--- src/rtl/sns_pkg.sv ---
// Shared types and constants of the SPI-NOR sequencer.
package sns_pkg;

  // Result actions
  localparam logic [1:0] ACT_SEND = 2'd0;
  localparam logic [1:0] ACT_CLK  = 2'd1;
  localparam logic [1:0] ACT_END  = 2'd2;
  localparam logic [1:0] ACT_DONE = 2'd3;

  // Completion status codes
  localparam logic [2:0] ST_OK          = 3'd0;
  localparam logic [2:0] ST_ERASE_PARAM = 3'd1;
  localparam logic [2:0] ST_ERASE_TMO   = 3'd2;
  localparam logic [2:0] ST_WRITE_PARAM = 3'd3;
  localparam logic [2:0] ST_WRITE_TMO   = 3'd4;
  localparam logic [2:0] ST_VER_PARAM   = 3'd5;
  localparam logic [2:0] ST_MISMATCH    = 3'd6;

  // Input functions
  localparam logic [2:0] FN_ERASE  = 3'd0;
  localparam logic [2:0] FN_PROG   = 3'd1;
  localparam logic [2:0] FN_VERIFY = 3'd2;
  localparam logic [2:0] FN_UID    = 3'd3;
  localparam logic [2:0] FN_RX     = 3'd4;

  // Configuration register indexes
  localparam logic REG_WAIT_LIMIT   = 1'b0;
  localparam logic REG_RESUME_TWICE = 1'b1;

  // Flash opcodes
  localparam logic [7:0] OP_RESUME = 8'hFF;
  localparam logic [7:0] OP_WREN   = 8'h06;
  localparam logic [7:0] OP_PROG   = 8'h02;
  localparam logic [7:0] OP_FREAD  = 8'h0B;
  localparam logic [7:0] OP_UID    = 8'h4B;
  localparam logic [7:0] OP_RDSR   = 8'h05;

  // Slots of a job, emitted in ascending order
  localparam int SL_END0 = 0;
  localparam int SL_FF1  = 1;
  localparam int SL_FF2  = 2;
  localparam int SL_OEND = 3;
  localparam int SL_WREN = 4;
  localparam int SL_WEND = 5;
  localparam int SL_OPC  = 6;
  localparam int SL_A0   = 7;
  localparam int SL_A1   = 8;
  localparam int SL_A2   = 9;
  localparam int SL_A3   = 10;
  localparam int SL_A4   = 11;
  localparam int SL_D0   = 12;
  localparam int SL_D1   = 13;
  localparam int SL_D2   = 14;
  localparam int SL_D3   = 15;
  localparam int SL_END1 = 16;
  localparam int SL_POLL = 17;
  localparam int SL_PCLK = 18;
  localparam int SL_CLK  = 19;
  localparam int SL_DONE = 20;
  localparam int NSLOT   = 21;
  localparam int SLOT_W  = 5;

  localparam int QDEPTH = 4;
  localparam int QPTR_W = 2;

  typedef struct packed {
    logic [NSLOT-1:0] mask;
    logic [7:0]       opcode;
    logic [23:0]      addr;
    logic [31:0]      data;
    logic [2:0]       status;
    logic [63:0]      uid;
  } job_t;

endpackage

--- src/rtl/sns_front.sv ---
// Front part: accepts items, tracks the operation state and builds result jobs.
module sns_front #(
  parameter int ERASE_BLOCK = 4096
) (
  input  logic               clk,
  input  logic               rst_n,
  input  logic               in_valid,
  output logic               in_ready,
  input  logic [2:0]         func,
  input  logic [31:0]        address,
  input  logic [31:0]        byte_length,
  input  logic [31:0]        data_word,
  input  logic               last_word,
  input  logic [7:0]         rx_byte,
  input  logic               cfg_valid,
  output logic               cfg_ready,
  input  logic               cfg_index,
  input  logic [23:0]        cfg_data,
  output logic               push,
  output sns_pkg::job_t      push_job,
  input  logic               q_full
);
  import sns_pkg::*;

  localparam logic [2:0] M_IDLE       = 3'd0;
  localparam logic [2:0] M_ERASE_POLL = 3'd1;
  localparam logic [2:0] M_WRITE_POLL = 3'd2;
  localparam logic [2:0] M_WRITE_RUN  = 3'd3;
  localparam logic [2:0] M_VERIFY_RX  = 3'd4;
  localparam logic [2:0] M_VERIFY_RUN = 3'd5;
  localparam logic [2:0] M_UID_RX     = 3'd6;

  localparam logic [31:0] EB_MASK = 32'(ERASE_BLOCK - 1);
  localparam logic [31:0] EB_SIZE = 32'(ERASE_BLOCK);
  localparam logic [7:0]  ERASE_OP = (ERASE_BLOCK == 256) ? 8'h81 : 8'h20;

  logic [23:0] wait_limit_r;
  logic        resume_twice_r;
  logic [2:0]  mode_r, mode_nxt;
  logic [31:0] cur_r, cur_nxt;
  logic [31:0] rem_r, rem_nxt;
  logic [23:0] poll_r, poll_nxt;
  logic [4:0]  bc_r, bc_nxt;
  logic [31:0] rword_r, rword_nxt;
  logic [31:0] exp_r, exp_nxt;
  logic [63:0] uid_r, uid_nxt;
  logic        run_r, run_nxt;
  logic        err_r, err_nxt;

  job_t        job;
  logic        accept;
  logic [32:0] erase_sum;
  logic        do_wtail, wcmd, do_vtail;
  logic [31:0] wbase, wnext, cur_step, rem_step, rword_new;
  logic [63:0] uid_new;
  logic [4:0]  bc_inc;
  logic [2:0]  uid_idx;

  assign in_ready  = !q_full;
  assign cfg_ready = 1'b1;
  assign accept    = in_valid && in_ready;
  assign push      = accept && (job.mask != '0);
  assign push_job  = job;

  assign erase_sum = {1'b0, address} + {1'b0, byte_length};
  assign wnext     = wbase + 32'd4;
  assign cur_step  = cur_r + EB_SIZE;
  assign rem_step  = rem_r - EB_SIZE;
  assign bc_inc    = bc_r + 5'd1;
  assign rword_new = rword_r | ({24'd0, rx_byte} << {bc_r[1:0], 3'd0});
  assign uid_idx   = ~bc_r[2:0];
  assign uid_new   = uid_r ^ ({56'd0, rx_byte} << {uid_idx, 3'd0});

  // Work out the next state and the job of the accepted item
  always_comb begin
    mode_nxt  = mode_r;
    cur_nxt   = cur_r;
    rem_nxt   = rem_r;
    poll_nxt  = poll_r;
    bc_nxt    = bc_r;
    rword_nxt = rword_r;
    exp_nxt   = exp_r;
    uid_nxt   = uid_r;
    run_nxt   = run_r;
    err_nxt   = err_r;
    job       = '0;
    do_wtail  = 1'b0;
    wcmd      = 1'b0;
    do_vtail  = 1'b0;
    wbase     = cur_r;
    case (mode_r)
      M_IDLE: begin
        case (func)
          FN_ERASE: begin
            if (byte_length == '0 || ((address | byte_length) & EB_MASK) != '0 ||
                erase_sum[32]) begin
              job.mask[SL_DONE] = 1'b1;
              job.status = ST_ERASE_PARAM;
            end else begin
              cur_nxt  = address;
              rem_nxt  = byte_length;
              mode_nxt = M_ERASE_POLL;
              job.mask[SL_FF1] = 1'b1;
              job.mask[SL_FF2] = resume_twice_r;
              job.mask[SL_OEND] = 1'b1;
              job.mask[SL_WREN] = 1'b1;
              job.mask[SL_WEND] = 1'b1;
              job.mask[SL_OPC] = 1'b1;
              job.mask[SL_A0] = 1'b1;
              job.mask[SL_A1] = 1'b1;
              job.mask[SL_A2] = 1'b1;
              job.opcode = ERASE_OP;
              job.addr = address[23:0];
              job.mask[SL_END1] = 1'b1;
              if (wait_limit_r != '0) begin
                job.mask[SL_POLL] = 1'b1;
                job.mask[SL_PCLK] = 1'b1;
                poll_nxt = 24'd1;
                bc_nxt = '0;
              end else begin
                job.mask[SL_DONE] = 1'b1;
                job.status = ST_ERASE_TMO;
                mode_nxt = M_IDLE;
              end
            end
          end
          FN_PROG: begin
            if (address[1:0] != 2'd0) begin
              if (last_word) begin
                job.mask[SL_DONE] = 1'b1;
                job.status = ST_WRITE_PARAM;
              end else begin
                mode_nxt = M_WRITE_RUN;
                err_nxt = 1'b1;
                rem_nxt = {29'd0, ST_WRITE_PARAM};
              end
            end else begin
              job.mask[SL_FF1] = 1'b1;
              job.mask[SL_FF2] = resume_twice_r;
              job.mask[SL_OEND] = 1'b1;
              wbase = address;
              wcmd = 1'b1;
              do_wtail = 1'b1;
            end
          end
          FN_VERIFY: begin
            if (address[1:0] != 2'd0) begin
              if (last_word) begin
                job.mask[SL_DONE] = 1'b1;
                job.status = ST_VER_PARAM;
              end else begin
                mode_nxt = M_VERIFY_RUN;
                err_nxt = 1'b1;
                rem_nxt = {29'd0, ST_VER_PARAM};
              end
            end else begin
              cur_nxt = address;
              job.mask[SL_FF1] = 1'b1;
              job.mask[SL_FF2] = resume_twice_r;
              job.mask[SL_OEND] = 1'b1;
              job.mask[SL_OPC] = 1'b1;
              job.mask[SL_A0] = 1'b1;
              job.mask[SL_A1] = 1'b1;
              job.mask[SL_A2] = 1'b1;
              job.mask[SL_A3] = 1'b1;
              job.mask[SL_A4] = 1'b1;
              job.opcode = OP_FREAD;
              job.addr = address[23:0];
              do_vtail = 1'b1;
            end
          end
          FN_UID: begin
            job.mask[SL_FF1] = 1'b1;
            job.mask[SL_FF2] = resume_twice_r;
            job.mask[SL_OEND] = 1'b1;
            job.mask[SL_OPC] = 1'b1;
            job.mask[SL_A0] = 1'b1;
            job.mask[SL_A1] = 1'b1;
            job.mask[SL_A2] = 1'b1;
            job.mask[SL_A3] = 1'b1;
            job.mask[SL_A4] = 1'b1;
            job.opcode = OP_UID;
            job.mask[SL_CLK] = 1'b1;
            uid_nxt = '0;
            bc_nxt = '0;
            mode_nxt = M_UID_RX;
          end
          default: begin
          end
        endcase
      end
      M_ERASE_POLL, M_WRITE_POLL: begin
        if (func == FN_RX) begin
          if (bc_r == '0) begin
            bc_nxt = 5'd1;
            job.mask[SL_CLK] = 1'b1;
          end else begin
            job.mask[SL_END0] = 1'b1;
            if (rx_byte[0] && poll_r < wait_limit_r) begin
              // still busy: poll again
              poll_nxt = poll_r + 24'd1;
              bc_nxt = '0;
              job.mask[SL_POLL] = 1'b1;
              job.mask[SL_PCLK] = 1'b1;
            end else if (mode_r == M_ERASE_POLL) begin
              if (rx_byte[0]) begin
                job.mask[SL_DONE] = 1'b1;
                job.status = ST_ERASE_TMO;
                mode_nxt = M_IDLE; run_nxt = 1'b0; err_nxt = 1'b0; bc_nxt = '0;
              end else begin
                cur_nxt = cur_step;
                rem_nxt = rem_step;
                if (rem_step == '0) begin
                  job.mask[SL_DONE] = 1'b1;
                  job.status = ST_OK;
                  mode_nxt = M_IDLE; run_nxt = 1'b0; err_nxt = 1'b0; bc_nxt = '0;
                end else begin
                  job.mask[SL_WREN] = 1'b1;
                  job.mask[SL_WEND] = 1'b1;
                  job.mask[SL_OPC] = 1'b1;
                  job.mask[SL_A0] = 1'b1;
                  job.mask[SL_A1] = 1'b1;
                  job.mask[SL_A2] = 1'b1;
                  job.opcode = ERASE_OP;
                  job.addr = cur_step[23:0];
                  job.mask[SL_END1] = 1'b1;
                  if (wait_limit_r != '0) begin
                    job.mask[SL_POLL] = 1'b1;
                    job.mask[SL_PCLK] = 1'b1;
                    poll_nxt = 24'd1;
                    bc_nxt = '0;
                  end else begin
                    job.mask[SL_DONE] = 1'b1;
                    job.status = ST_ERASE_TMO;
                    mode_nxt = M_IDLE; run_nxt = 1'b0; err_nxt = 1'b0; bc_nxt = '0;
                  end
                end
              end
            end else begin
              // write wait over
              if (!run_r) begin
                job.mask[SL_DONE] = 1'b1;
                job.status = rx_byte[0] ? ST_WRITE_TMO : ST_OK;
                mode_nxt = M_IDLE; run_nxt = 1'b0; err_nxt = 1'b0; bc_nxt = '0;
              end else if (!rx_byte[0]) begin
                mode_nxt = M_WRITE_RUN;
                bc_nxt = 5'd1;
              end else begin
                mode_nxt = M_WRITE_RUN;
                err_nxt = 1'b1;
                rem_nxt = {29'd0, ST_WRITE_TMO};
              end
            end
          end
        end
      end
      M_WRITE_RUN: begin
        if (func == FN_PROG) begin
          if (err_r) begin
            if (last_word) begin
              job.mask[SL_DONE] = 1'b1;
              job.status = rem_r[2:0];
              mode_nxt = M_IDLE; run_nxt = 1'b0; err_nxt = 1'b0; bc_nxt = '0;
            end
          end else if (cur_r == '0) begin
            if (last_word) begin
              job.mask[SL_DONE] = 1'b1;
              job.status = ST_WRITE_PARAM;
              mode_nxt = M_IDLE; run_nxt = 1'b0; err_nxt = 1'b0; bc_nxt = '0;
            end else begin
              err_nxt = 1'b1;
              rem_nxt = {29'd0, ST_WRITE_PARAM};
            end
          end else begin
            wcmd = (bc_r != '0);
            do_wtail = 1'b1;
          end
        end
      end
      M_VERIFY_RX: begin
        if (func == FN_RX) begin
          rword_nxt = rword_new;
          if (bc_inc < 5'd4) begin
            bc_nxt = bc_inc;
            job.mask[SL_CLK] = 1'b1;
          end else begin
            bc_nxt = '0;
            cur_nxt = cur_r + 32'd4;
            if (rword_new != exp_r) begin
              job.mask[SL_END0] = 1'b1;
              if (!run_r) begin
                job.mask[SL_DONE] = 1'b1;
                job.status = ST_MISMATCH;
                mode_nxt = M_IDLE; run_nxt = 1'b0; err_nxt = 1'b0;
              end else begin
                mode_nxt = M_VERIFY_RUN;
                err_nxt = 1'b1;
                rem_nxt = {29'd0, ST_MISMATCH};
              end
            end else if (!run_r) begin
              job.mask[SL_END0] = 1'b1;
              job.mask[SL_DONE] = 1'b1;
              job.status = ST_OK;
              mode_nxt = M_IDLE; run_nxt = 1'b0; err_nxt = 1'b0;
            end else begin
              mode_nxt = M_VERIFY_RUN;
            end
          end
        end
      end
      M_VERIFY_RUN: begin
        if (func == FN_VERIFY) begin
          if (err_r) begin
            if (last_word) begin
              job.mask[SL_DONE] = 1'b1;
              job.status = rem_r[2:0];
              mode_nxt = M_IDLE; run_nxt = 1'b0; err_nxt = 1'b0; bc_nxt = '0;
            end
          end else if (cur_r == '0) begin
            job.mask[SL_END0] = 1'b1;
            if (last_word) begin
              job.mask[SL_DONE] = 1'b1;
              job.status = ST_VER_PARAM;
              mode_nxt = M_IDLE; run_nxt = 1'b0; err_nxt = 1'b0; bc_nxt = '0;
            end else begin
              err_nxt = 1'b1;
              rem_nxt = {29'd0, ST_VER_PARAM};
            end
          end else begin
            do_vtail = 1'b1;
          end
        end
      end
      M_UID_RX: begin
        if (func == FN_RX) begin
          uid_nxt = uid_new;
          if (bc_inc < 5'd16) begin
            bc_nxt = bc_inc;
            job.mask[SL_CLK] = 1'b1;
          end else begin
            job.mask[SL_END0] = 1'b1;
            job.mask[SL_DONE] = 1'b1;
            job.status = ST_OK;
            job.uid = uid_new;
            mode_nxt = M_IDLE; run_nxt = 1'b0; err_nxt = 1'b0; bc_nxt = '0;
          end
        end
      end
      default: begin
        mode_nxt = M_IDLE;
        run_nxt = 1'b0;
        err_nxt = 1'b0;
        bc_nxt = '0;
      end
    endcase

    // Send one program word after the page program command if needed, then end the page and wait as needed
    if (do_wtail) begin
      if (wcmd) begin
        job.mask[SL_WREN] = 1'b1;
        job.mask[SL_WEND] = 1'b1;
        job.mask[SL_OPC] = 1'b1;
        job.mask[SL_A0] = 1'b1;
        job.mask[SL_A1] = 1'b1;
        job.mask[SL_A2] = 1'b1;
        job.opcode = OP_PROG;
        job.addr = wbase[23:0];
      end
      job.mask[SL_D0] = 1'b1;
      job.mask[SL_D1] = 1'b1;
      job.mask[SL_D2] = 1'b1;
      job.mask[SL_D3] = 1'b1;
      job.data = data_word;
      cur_nxt = wnext;
      run_nxt = !last_word;
      bc_nxt = '0;
      if (!last_word && wnext[7:0] != 8'd0) begin
        mode_nxt = M_WRITE_RUN;
      end else begin
        mode_nxt = M_WRITE_POLL;
        job.mask[SL_END1] = 1'b1;
        if (wait_limit_r != '0) begin
          job.mask[SL_POLL] = 1'b1;
          job.mask[SL_PCLK] = 1'b1;
          poll_nxt = 24'd1;
        end else if (last_word) begin
          job.mask[SL_DONE] = 1'b1;
          job.status = ST_WRITE_TMO;
          mode_nxt = M_IDLE; run_nxt = 1'b0; err_nxt = 1'b0;
        end else begin
          mode_nxt = M_WRITE_RUN;
          err_nxt = 1'b1;
          rem_nxt = {29'd0, ST_WRITE_TMO};
        end
      end
    end

    // Start reading one verify word
    if (do_vtail) begin
      exp_nxt = data_word;
      rword_nxt = '0;
      bc_nxt = '0;
      run_nxt = !last_word;
      mode_nxt = M_VERIFY_RX;
      job.mask[SL_CLK] = 1'b1;
    end
  end

  // Hold configuration registers
  always_ff @(posedge clk) begin
    if (!rst_n) begin
      wait_limit_r   <= 24'd160000;
      resume_twice_r <= 1'b0;
    end else if (cfg_valid && cfg_ready) begin
      case (cfg_index)
        REG_WAIT_LIMIT:   wait_limit_r <= cfg_data;
        REG_RESUME_TWICE: resume_twice_r <= cfg_data[0];
        default: begin
        end
      endcase
    end
  end

  // Advance the operation state on each accepted item
  always_ff @(posedge clk) begin
    if (!rst_n) begin
      mode_r  <= M_IDLE;
      cur_r   <= '0;
      rem_r   <= '0;
      poll_r  <= '0;
      bc_r    <= '0;
      rword_r <= '0;
      exp_r   <= '0;
      uid_r   <= '0;
      run_r   <= 1'b0;
      err_r   <= 1'b0;
    end else if (accept) begin
      mode_r  <= mode_nxt;
      cur_r   <= cur_nxt;
      rem_r   <= rem_nxt;
      poll_r  <= poll_nxt;
      bc_r    <= bc_nxt;
      rword_r <= rword_nxt;
      exp_r   <= exp_nxt;
      uid_r   <= uid_nxt;
      run_r   <= run_nxt;
      err_r   <= err_nxt;
    end
  end

endmodule

--- src/rtl/sns_queue.sv ---
// Short job queue between the front and back parts.
module sns_queue (
  input  logic          clk,
  input  logic          rst_n,
  input  logic          push,
  input  sns_pkg::job_t push_job,
  input  logic          pop,
  output sns_pkg::job_t head_job,
  output logic          empty,
  output logic          full
);
  import sns_pkg::*;

  job_t                mem_r [QDEPTH];
  logic [QPTR_W-1:0]   wr_r, rd_r;
  logic [QPTR_W:0]     cnt_r;

  assign empty    = (cnt_r == '0);
  assign full     = (cnt_r == (QPTR_W+1)'(QDEPTH));
  assign head_job = mem_r[rd_r];

  // Store pushed jobs
  always_ff @(posedge clk) begin
    if (push) begin
      mem_r[wr_r] <= push_job;
    end
  end

  // Advance pointers and fill count
  always_ff @(posedge clk) begin
    if (!rst_n) begin
      wr_r  <= '0;
      rd_r  <= '0;
      cnt_r <= '0;
    end else begin
      if (push) wr_r <= wr_r + 1'b1;
      if (pop)  rd_r <= rd_r + 1'b1;
      if (push && !pop) begin
        cnt_r <= cnt_r + 1'b1;
      end else if (pop && !push) begin
        cnt_r <= cnt_r - 1'b1;
      end
    end
  end

endmodule

--- src/rtl/sns_back.sv ---
// Back part: expands each job into SPI actions, one result item per cycle unless stalled.
module sns_back (
  input  logic          clk,
  input  logic          rst_n,
  input  sns_pkg::job_t head_job,
  input  logic          empty,
  output logic          pop,
  output logic          out_valid,
  input  logic          out_ready,
  output logic [1:0]    action,
  output logic [7:0]    tx_byte,
  output logic [2:0]    status_code,
  output logic [63:0]   uid_value,
  output logic          last_result
);
  import sns_pkg::*;

  job_t               job_r;
  logic [NSLOT-1:0]   mask_r, mask_nxt;
  logic               adv, have;
  logic [SLOT_W-1:0]  slot;
  logic               valid_r;
  logic [1:0]         act_r, act_c;
  logic [7:0]         tx_r, tx_c;
  logic [2:0]         st_r, st_c;
  logic [63:0]        uid_r, uid_c;
  logic               last_r;

  assign adv      = !valid_r || out_ready;
  assign have     = (mask_r != '0);
  assign mask_nxt = mask_r & (mask_r - 1'b1);
  assign pop      = !empty && (!have || (adv && mask_nxt == '0));

  assign out_valid   = valid_r;
  assign action      = act_r;
  assign tx_byte     = tx_r;
  assign status_code = st_r;
  assign uid_value   = uid_r;
  assign last_result = last_r;

  // Find the lowest pending slot
  always_comb begin
    slot = '0;
    for (int i = NSLOT - 1; i >= 0; i--) begin
      if (mask_r[i]) slot = SLOT_W'(i);
    end
  end

  // Decode a slot into its action
  always_comb begin
    act_c = ACT_SEND;
    tx_c  = '0;
    st_c  = ST_OK;
    uid_c = '0;
    case (slot)
      SLOT_W'(SL_END0), SLOT_W'(SL_OEND), SLOT_W'(SL_WEND), SLOT_W'(SL_END1):
        act_c = ACT_END;
      SLOT_W'(SL_FF1), SLOT_W'(SL_FF2): tx_c = OP_RESUME;
      SLOT_W'(SL_WREN): tx_c = OP_WREN;
      SLOT_W'(SL_OPC):  tx_c = job_r.opcode;
      SLOT_W'(SL_A0):   tx_c = job_r.addr[23:16];
      SLOT_W'(SL_A1):   tx_c = job_r.addr[15:8];
      SLOT_W'(SL_A2):   tx_c = job_r.addr[7:0];
      SLOT_W'(SL_A3), SLOT_W'(SL_A4): tx_c = '0;
      SLOT_W'(SL_D0):   tx_c = job_r.data[7:0];
      SLOT_W'(SL_D1):   tx_c = job_r.data[15:8];
      SLOT_W'(SL_D2):   tx_c = job_r.data[23:16];
      SLOT_W'(SL_D3):   tx_c = job_r.data[31:24];
      SLOT_W'(SL_POLL): tx_c = OP_RDSR;
      SLOT_W'(SL_PCLK), SLOT_W'(SL_CLK): act_c = ACT_CLK;
      SLOT_W'(SL_DONE): begin
        act_c = ACT_DONE;
        st_c  = job_r.status;
        uid_c = job_r.uid;
      end
      default: act_c = ACT_SEND;
    endcase
  end

  // Hold the current job and load the next one as it drains
  always_ff @(posedge clk) begin
    if (!rst_n) begin
      mask_r <= '0;
    end else if (pop) begin
      mask_r <= head_job.mask;
    end else if (adv && have) begin
      mask_r <= mask_nxt;
    end
  end

  always_ff @(posedge clk) begin
    if (pop) begin
      job_r <= head_job;
    end
  end

  // Output register
  always_ff @(posedge clk) begin
    if (!rst_n) begin
      valid_r <= 1'b0;
    end else if (adv) begin
      valid_r <= have;
    end
  end

  always_ff @(posedge clk) begin
    if (adv && have) begin
      act_r  <= act_c;
      tx_r   <= tx_c;
      st_r   <= st_c;
      uid_r  <= uid_c;
      last_r <= (mask_nxt == '0);
    end
  end

endmodule

--- src/rtl/spi_nor_flash_sequencer.sv ---
// Top level of the SPI-NOR program/erase sequencer.
// Turns erase, program, verify and unique-ID requests into byte-level SPI
// actions (send byte, clock a byte in, end transaction, done). Bytes clocked
// in from the flash come back on the input channel as func 4 items. The front
// part takes one input item per cycle while its four-entry job queue has room;
// the back part drives one result item per cycle while out_tready allows it, and
// the output register lets a finished result wait while the next item is accepted.
// Configuration writes are taken at any time and are meant to be made while the
// block is idle.
module spi_nor_flash_sequencer #(
  parameter int ERASE_BLOCK = 4096
) (
  input  logic         clk,
  input  logic         rst_n,
  input  logic         in_tvalid,
  output logic         in_tready,
  input  logic [2:0]   in_tuser,   // func
  input  logic [103:0] in_tdata,   // address, byte_length, data_word, rx_byte
  input  logic         in_tlast,   // last_word
  output logic         out_tvalid,
  input  logic         out_tready,
  output logic [1:0]   out_tuser,  // action
  output logic [79:0]  out_tdata,  // tx_byte, status_code, uid_value, zero fill
  output logic         out_tlast,  // last_result
  input  logic         cfg_valid,
  output logic         cfg_ready,
  input  logic         cfg_index,
  input  logic [23:0]  cfg_data
);
  import sns_pkg::*;

  logic        push, pop, q_empty, q_full;
  job_t        push_job, head_job;
  logic [7:0]  tx_byte;
  logic [2:0]  status_code;
  logic [63:0] uid_value;

  sns_front #(.ERASE_BLOCK(ERASE_BLOCK)) u_front (
    .clk         (clk),
    .rst_n       (rst_n),
    .in_valid    (in_tvalid),
    .in_ready    (in_tready),
    .func        (in_tuser),
    .address     (in_tdata[31:0]),
    .byte_length (in_tdata[63:32]),
    .data_word   (in_tdata[95:64]),
    .last_word   (in_tlast),
    .rx_byte     (in_tdata[103:96]),
    .cfg_valid   (cfg_valid),
    .cfg_ready   (cfg_ready),
    .cfg_index   (cfg_index),
    .cfg_data    (cfg_data),
    .push        (push),
    .push_job    (push_job),
    .q_full      (q_full)
  );

  sns_queue u_queue (
    .clk      (clk),
    .rst_n    (rst_n),
    .push     (push),
    .push_job (push_job),
    .pop      (pop),
    .head_job (head_job),
    .empty    (q_empty),
    .full     (q_full)
  );

  sns_back u_back (
    .clk         (clk),
    .rst_n       (rst_n),
    .head_job    (head_job),
    .empty       (q_empty),
    .pop         (pop),
    .out_valid   (out_tvalid),
    .out_ready   (out_tready),
    .action      (out_tuser),
    .tx_byte     (tx_byte),
    .status_code (status_code),
    .uid_value   (uid_value),
    .last_result (out_tlast)
  );

  assign out_tdata = {5'd0, uid_value, status_code, tx_byte};

endmodule
--- config.mk ---
export PLATFORM = sky130hd
export DESIGN_NAME = spi_nor_flash_sequencer
export DESIGN_NICKNAME = d
export VERILOG_FILES = /design/src/rtl/sns_pkg.sv /design/src/rtl/sns_front.sv /design/src/rtl/sns_queue.sv /design/src/rtl/sns_back.sv /design/src/rtl/spi_nor_flash_sequencer.sv
export SDC_FILE = /design/constraint.sdc
export NUM_CORES = 2
export LEC_CHECK = 0
export BUFFER_PORTS_ARGS = -buffer_cell sky130_fd_sc_hd__buf_4
export CAP_MARGIN = 20
export CORE_ASPECT_RATIO = 0.5
export CORE_MARGIN = 4
export CORE_UTILIZATION = 40
export DETAILED_ROUTE_END_ITERATION = 8
export GPL_TIMING_DRIVEN = 0
export SLEW_MARGIN = 5
export SYNTH_ARGS = -nofsm -noshare
export SYNTH_HDL_FRONTEND = slang
export SYNTH_HIERARCHICAL = 1
export SYNTH_SLANG_ARGS = --single-unit
--- constraint.sdc ---
create_clock -name clk -period 10.7 [get_ports clk]
set_input_delay 1.605 -clock clk [delete_from_list [all_inputs] [get_ports clk]]
set_output_delay 1.605 -clock clk [all_outputs]
set_load 0.05 [all_outputs]
==> impl_results.md <==
* #FFs+latches synth at 1,099
* Status: finished, final reports clean
* Critical path, cell by cell: buf_4 -> or3b_1 -> buf_2 -> nor3_4 -> buf_6 -> buf_2 -> buf_2 -> clkbuf_1 -> nand2_1 -> o21ai_0 -> ha_1 -> buf_2 -> and3_1 -> nand4_1 -> o32ai_2 -> nand3_1 -> xor2_1 -> a21oi_1 -> nand2_1 -> a21oi_1
* Max cap viols at 0
* Crit share post-route at 62.68%
* Data required, critical path at approximately 11 ns
* Gr ovfl total at 0
* FF-to-FF End: u_front/cur_r[24]
* Vias at between 30,000 and 40,000
* Reg2Reg Depth at 20
* Total wire length at 167.3 mm
* Synthesized area at 51,640 um^2
* Share of layout cells above drive strength 1 at 15.01%
* Slowest stage delay, CP at 0.83 ns
* Most used flip-flop cell after synthesis: edfxtp_1
* Slowest CP cell: o32ai_2
* Vias per cell at 5.937
* # setup viols final at 0
* Largest net degree at the start of global routing at 53
* Critical path origin: in_tuser[0]
* Pwr Density at roughly 230 nW/um^2
* Design Area, Final at about 59,000 um^2
* Worst skew pair latency at ~0.73 ns
* Flop2flop setup slack at about 4.6 ns
* Setup bufs post-CTS at 0
* Nets@finish at slightly below 5,000
* Ranking of synthesized cells by area: edfxtp_1 48%, dfxtp_1 11%, mux4_2 6.6%
* CP delay by family, top: buffers and inverters
* Highest clock rate at 0.1491 GHz
* Clk buf depth at 3
* Worst Skew at a little under 0.04 ns
* CP endpoint kind: register
* RSZ-0062 raised after global routing: false
* Hold buffer count at cts at 0
* First-pass GRT wire length at approximately 240 mm
* Initial antenna violation count at 11
* Final Hold Fails at 0
* Synth top area share at 47.50%
* Number of flops mapped to enable cells by yosys at 817
* Die Y at 262.1 um
* CP arrival at around 7.4 ns
* Core area at 127,100 um^2
* CP Buf/Inv Count at 7
* DRT iter0 DRCs at roughly 4,200
* Slew Viols, Final at 0
* Clock Sinks at between 1,000 and 1,500
* Worst slew margin at 19.80%
* Die ar. at 135,300 um^2
* Final setup margin at between 3 and 4 ns
* CTS Buf Count at about 100
* Number of cells on the critical path at 20
* Per-cell routed wire length at roughly 26 um
* Setup crit end: u_front/cur_r[24]
* Vias in the first global route at 36,880
* CTS tree: built
* Sequential-to-total area share from yosys stat at between 50% and 60%
* Num ports at roughly 220
* Peak supply drop at approximately 150 uV
* Worst hold path type: register to register
* Depth of the worst hold-timing path at 2
* Die Span X at 516.2 um
* Clock root buffer: clkbuf_16
* DRC Markers at 0
* Port Buffer Count at ~210
* Critical path type: input pin to register
* Pre-antenna DRT Iters at 6
* Tot GR Track Use at 24.15%
* Post-Place Cells at around 6,300
* CTS clock-pin slew for the worst setup and hold paths at ~0.07 ns
* DP HPWL at roughly 120 mm
* Most frequent cell after synthesis: edfxtp_1
* Resize count post-CTS at 0
* Antenna-violating nets left at 0
* Static leakage at between 20 and 25 nW
* GP Congestion at roughly 0.97
* Syn Inst Count at about 4,300
* Starting density of the core at 40.64%
* Post-place setup slack at about 3.4 ns
* Area delta synth->final at 15.15%
* Tightest Pin Transition at roughly 1.2 ns
* DP Area at roughly 56,000 um^2
* Cell Rows at 92
* FFs w/ async S/R, synth at 0%
* Final Core Density at 46.80%
* Finished Layout Cells at 6,464
* Synth unique cells at 116
* CP dominant cell by count: buf_2
* H-tree depth at 3
* Synth area leader: edfxtp_1
* Worst R2R Start: u_front/mode_r[1]
* Critical path launch point type: input pin
* Syn_area_per_cell at roughly 12 um^2
* Min Tclk post-route at between 6 and 7 ns
* CP max FO at 10
* Warnings, synthesis at 6
* Synth top cells by count: 817 x edfxtp_1, 390 x nand2_1, 313 x a21oi_1, 292 x nor2_1, 282 x dfxtp_1
## layout make-up
type | count | area, um^2
Inverter | 119 | 446.7
Tap cell | 1692 | 2117
Timing Repair Buffer | 245 | 2257
Multi-Input combinational cell | 2807 | 19670
Antenna cell | 8 | 20.02
Clock buffer | 143 | 2784
Sequential cell | 1099 | 30180
Buffer | 305 | 1416
Clock inverter | 46 | 581.8
Fill cell | 11490 | 67610
## how the worst min path moves through the flow
stage	start	endpoint	slack (ns)
floorplan	u_front/poll_r[23]	u_front/poll_r[23]	0.43
global placement	u_front/rword_r[28]	u_front/rword_r[28]	0.45
detailed placement	u_front/rword_r[28]	u_front/rword_r[28]	0.46
CTS	u_front/exp_r[21]	u_front/exp_r[21]	0.47
global route	u_front/rword_r[6]	u_front/rword_r[6]	0.50
finish	u_front/rword_r[2]	u_front/rword_r[2]	0.47
## logic make-up after synthesis
| logic type | after synthesis | synth area share, % |
|---|---|---|
| AO/OA/AOI/OAI | 963 | 11.97 |
| XOR/XNOR | 143 | 2.425 |
| adder cells (fa/ha/maj) | 84 | 2.045 |
| buffers and inverters | 424 | 3.607 |
| flip-flops | 1099 | 58.44 |
| multiplexers | 189 | 7.358 |
| other | 3 | 0.02180 |
| AND/OR/NAND/NOR | 1419 | 14.14 |
## sequential cells by signal, indices dropped and copies added (netlist names), 3 cells and up, named ones only
| register | flops |
|---|---|
| u_queue/mem_r | 608 |
| u_back/job_r | 131 |
| u_back/uid_value | 64 |
| u_front/uid_r | 64 |
| u_front/cur_r | 32 |
| u_front/exp_r | 32 |
| u_front/rem_r | 32 |
| u_front/rword_r | 32 |
| u_front/poll_r | 24 |
| u_front/wait_limit_r | 24 |
| u_back/mask_r | 21 |
| u_back/tx_byte | 8 |
| u_front/bc_r | 5 |
| u_back/status_code | 3 |
| u_front/mode_r | 3 |
| u_queue/cnt_r | 3 |
## stage by stage
stage,setup TNS (ns),total power (W),hold WS [ns]
5_1_grt,0,0.01432,0.5044
6_report,0,0.01377,0.4743
3_5_place_dp,0,0.01008,0.4615
2_1_floorplan,0,0.008483,0.4266
3_3_place_gp,-1335.12,0.01007,0.4529
4_1_cts,0,0.01382,0.4736
## worst reg2reg max path, stage by stage (launching register included)
cell and delay [ns]:
dfxtp_1 0.29, buf_2 0.16, or3_1 0.32, buf_2 0.23, nor3_4 0.26, buf_6 0.23
buf_2 0.38, buf_2 0.44, clkbuf_1 0.71, nand2_1 0.11, o21ai_0 0.14, ha_1 0.19
buf_2 0.22, and3_1 0.22, nand4_1 0.30, o32ai_2 0.84, nand3_1 0.39, xor2_1 0.24
a21oi_1 0.16, nand2_1 0.07, a21oi_1 0.16
## where the power goes
group | internal, W | total, W | leakage (nW) | switching [W]
logic | 0.00136 | 0.00431 | 8.35 | 0.00294
registers | 0.00549 | 0.00575 | 10.1 | 0.000255
clock network | 0.00206 | 0.00372 | 1.62 | 0.00166
## layout by cell type (no fill, tap or decap), types with 128 or more instances in the layout
cell      synthesis  final
buf_4            24    239
dfxtp_1         282    282
a21oi_1         313    311
nand3_1         128    128
nand2_1         390    390
and2_1          164    160
o21ai_0         207    207
mux4_2          152    152
nor2_1          292    290
clkbuf_1        197    229
edfxtp_1        817    817
## per-layer routing
| metal | wire [um] | track usage (%) | vias up |
|---|---|---|---|
| met3 | 13410 | 4.426 | 303 |
| li1 | - | - | 17070 |
| met2 | 76140 | 37.66 | 1747 |
| met4 | 5227 | 8.123 | 2 |
| met5 | 13 | 0 | - |
| met1 | 72550 | 34.13 | 19260 |
Note: power is estimated with default switching activity, not from simulation.
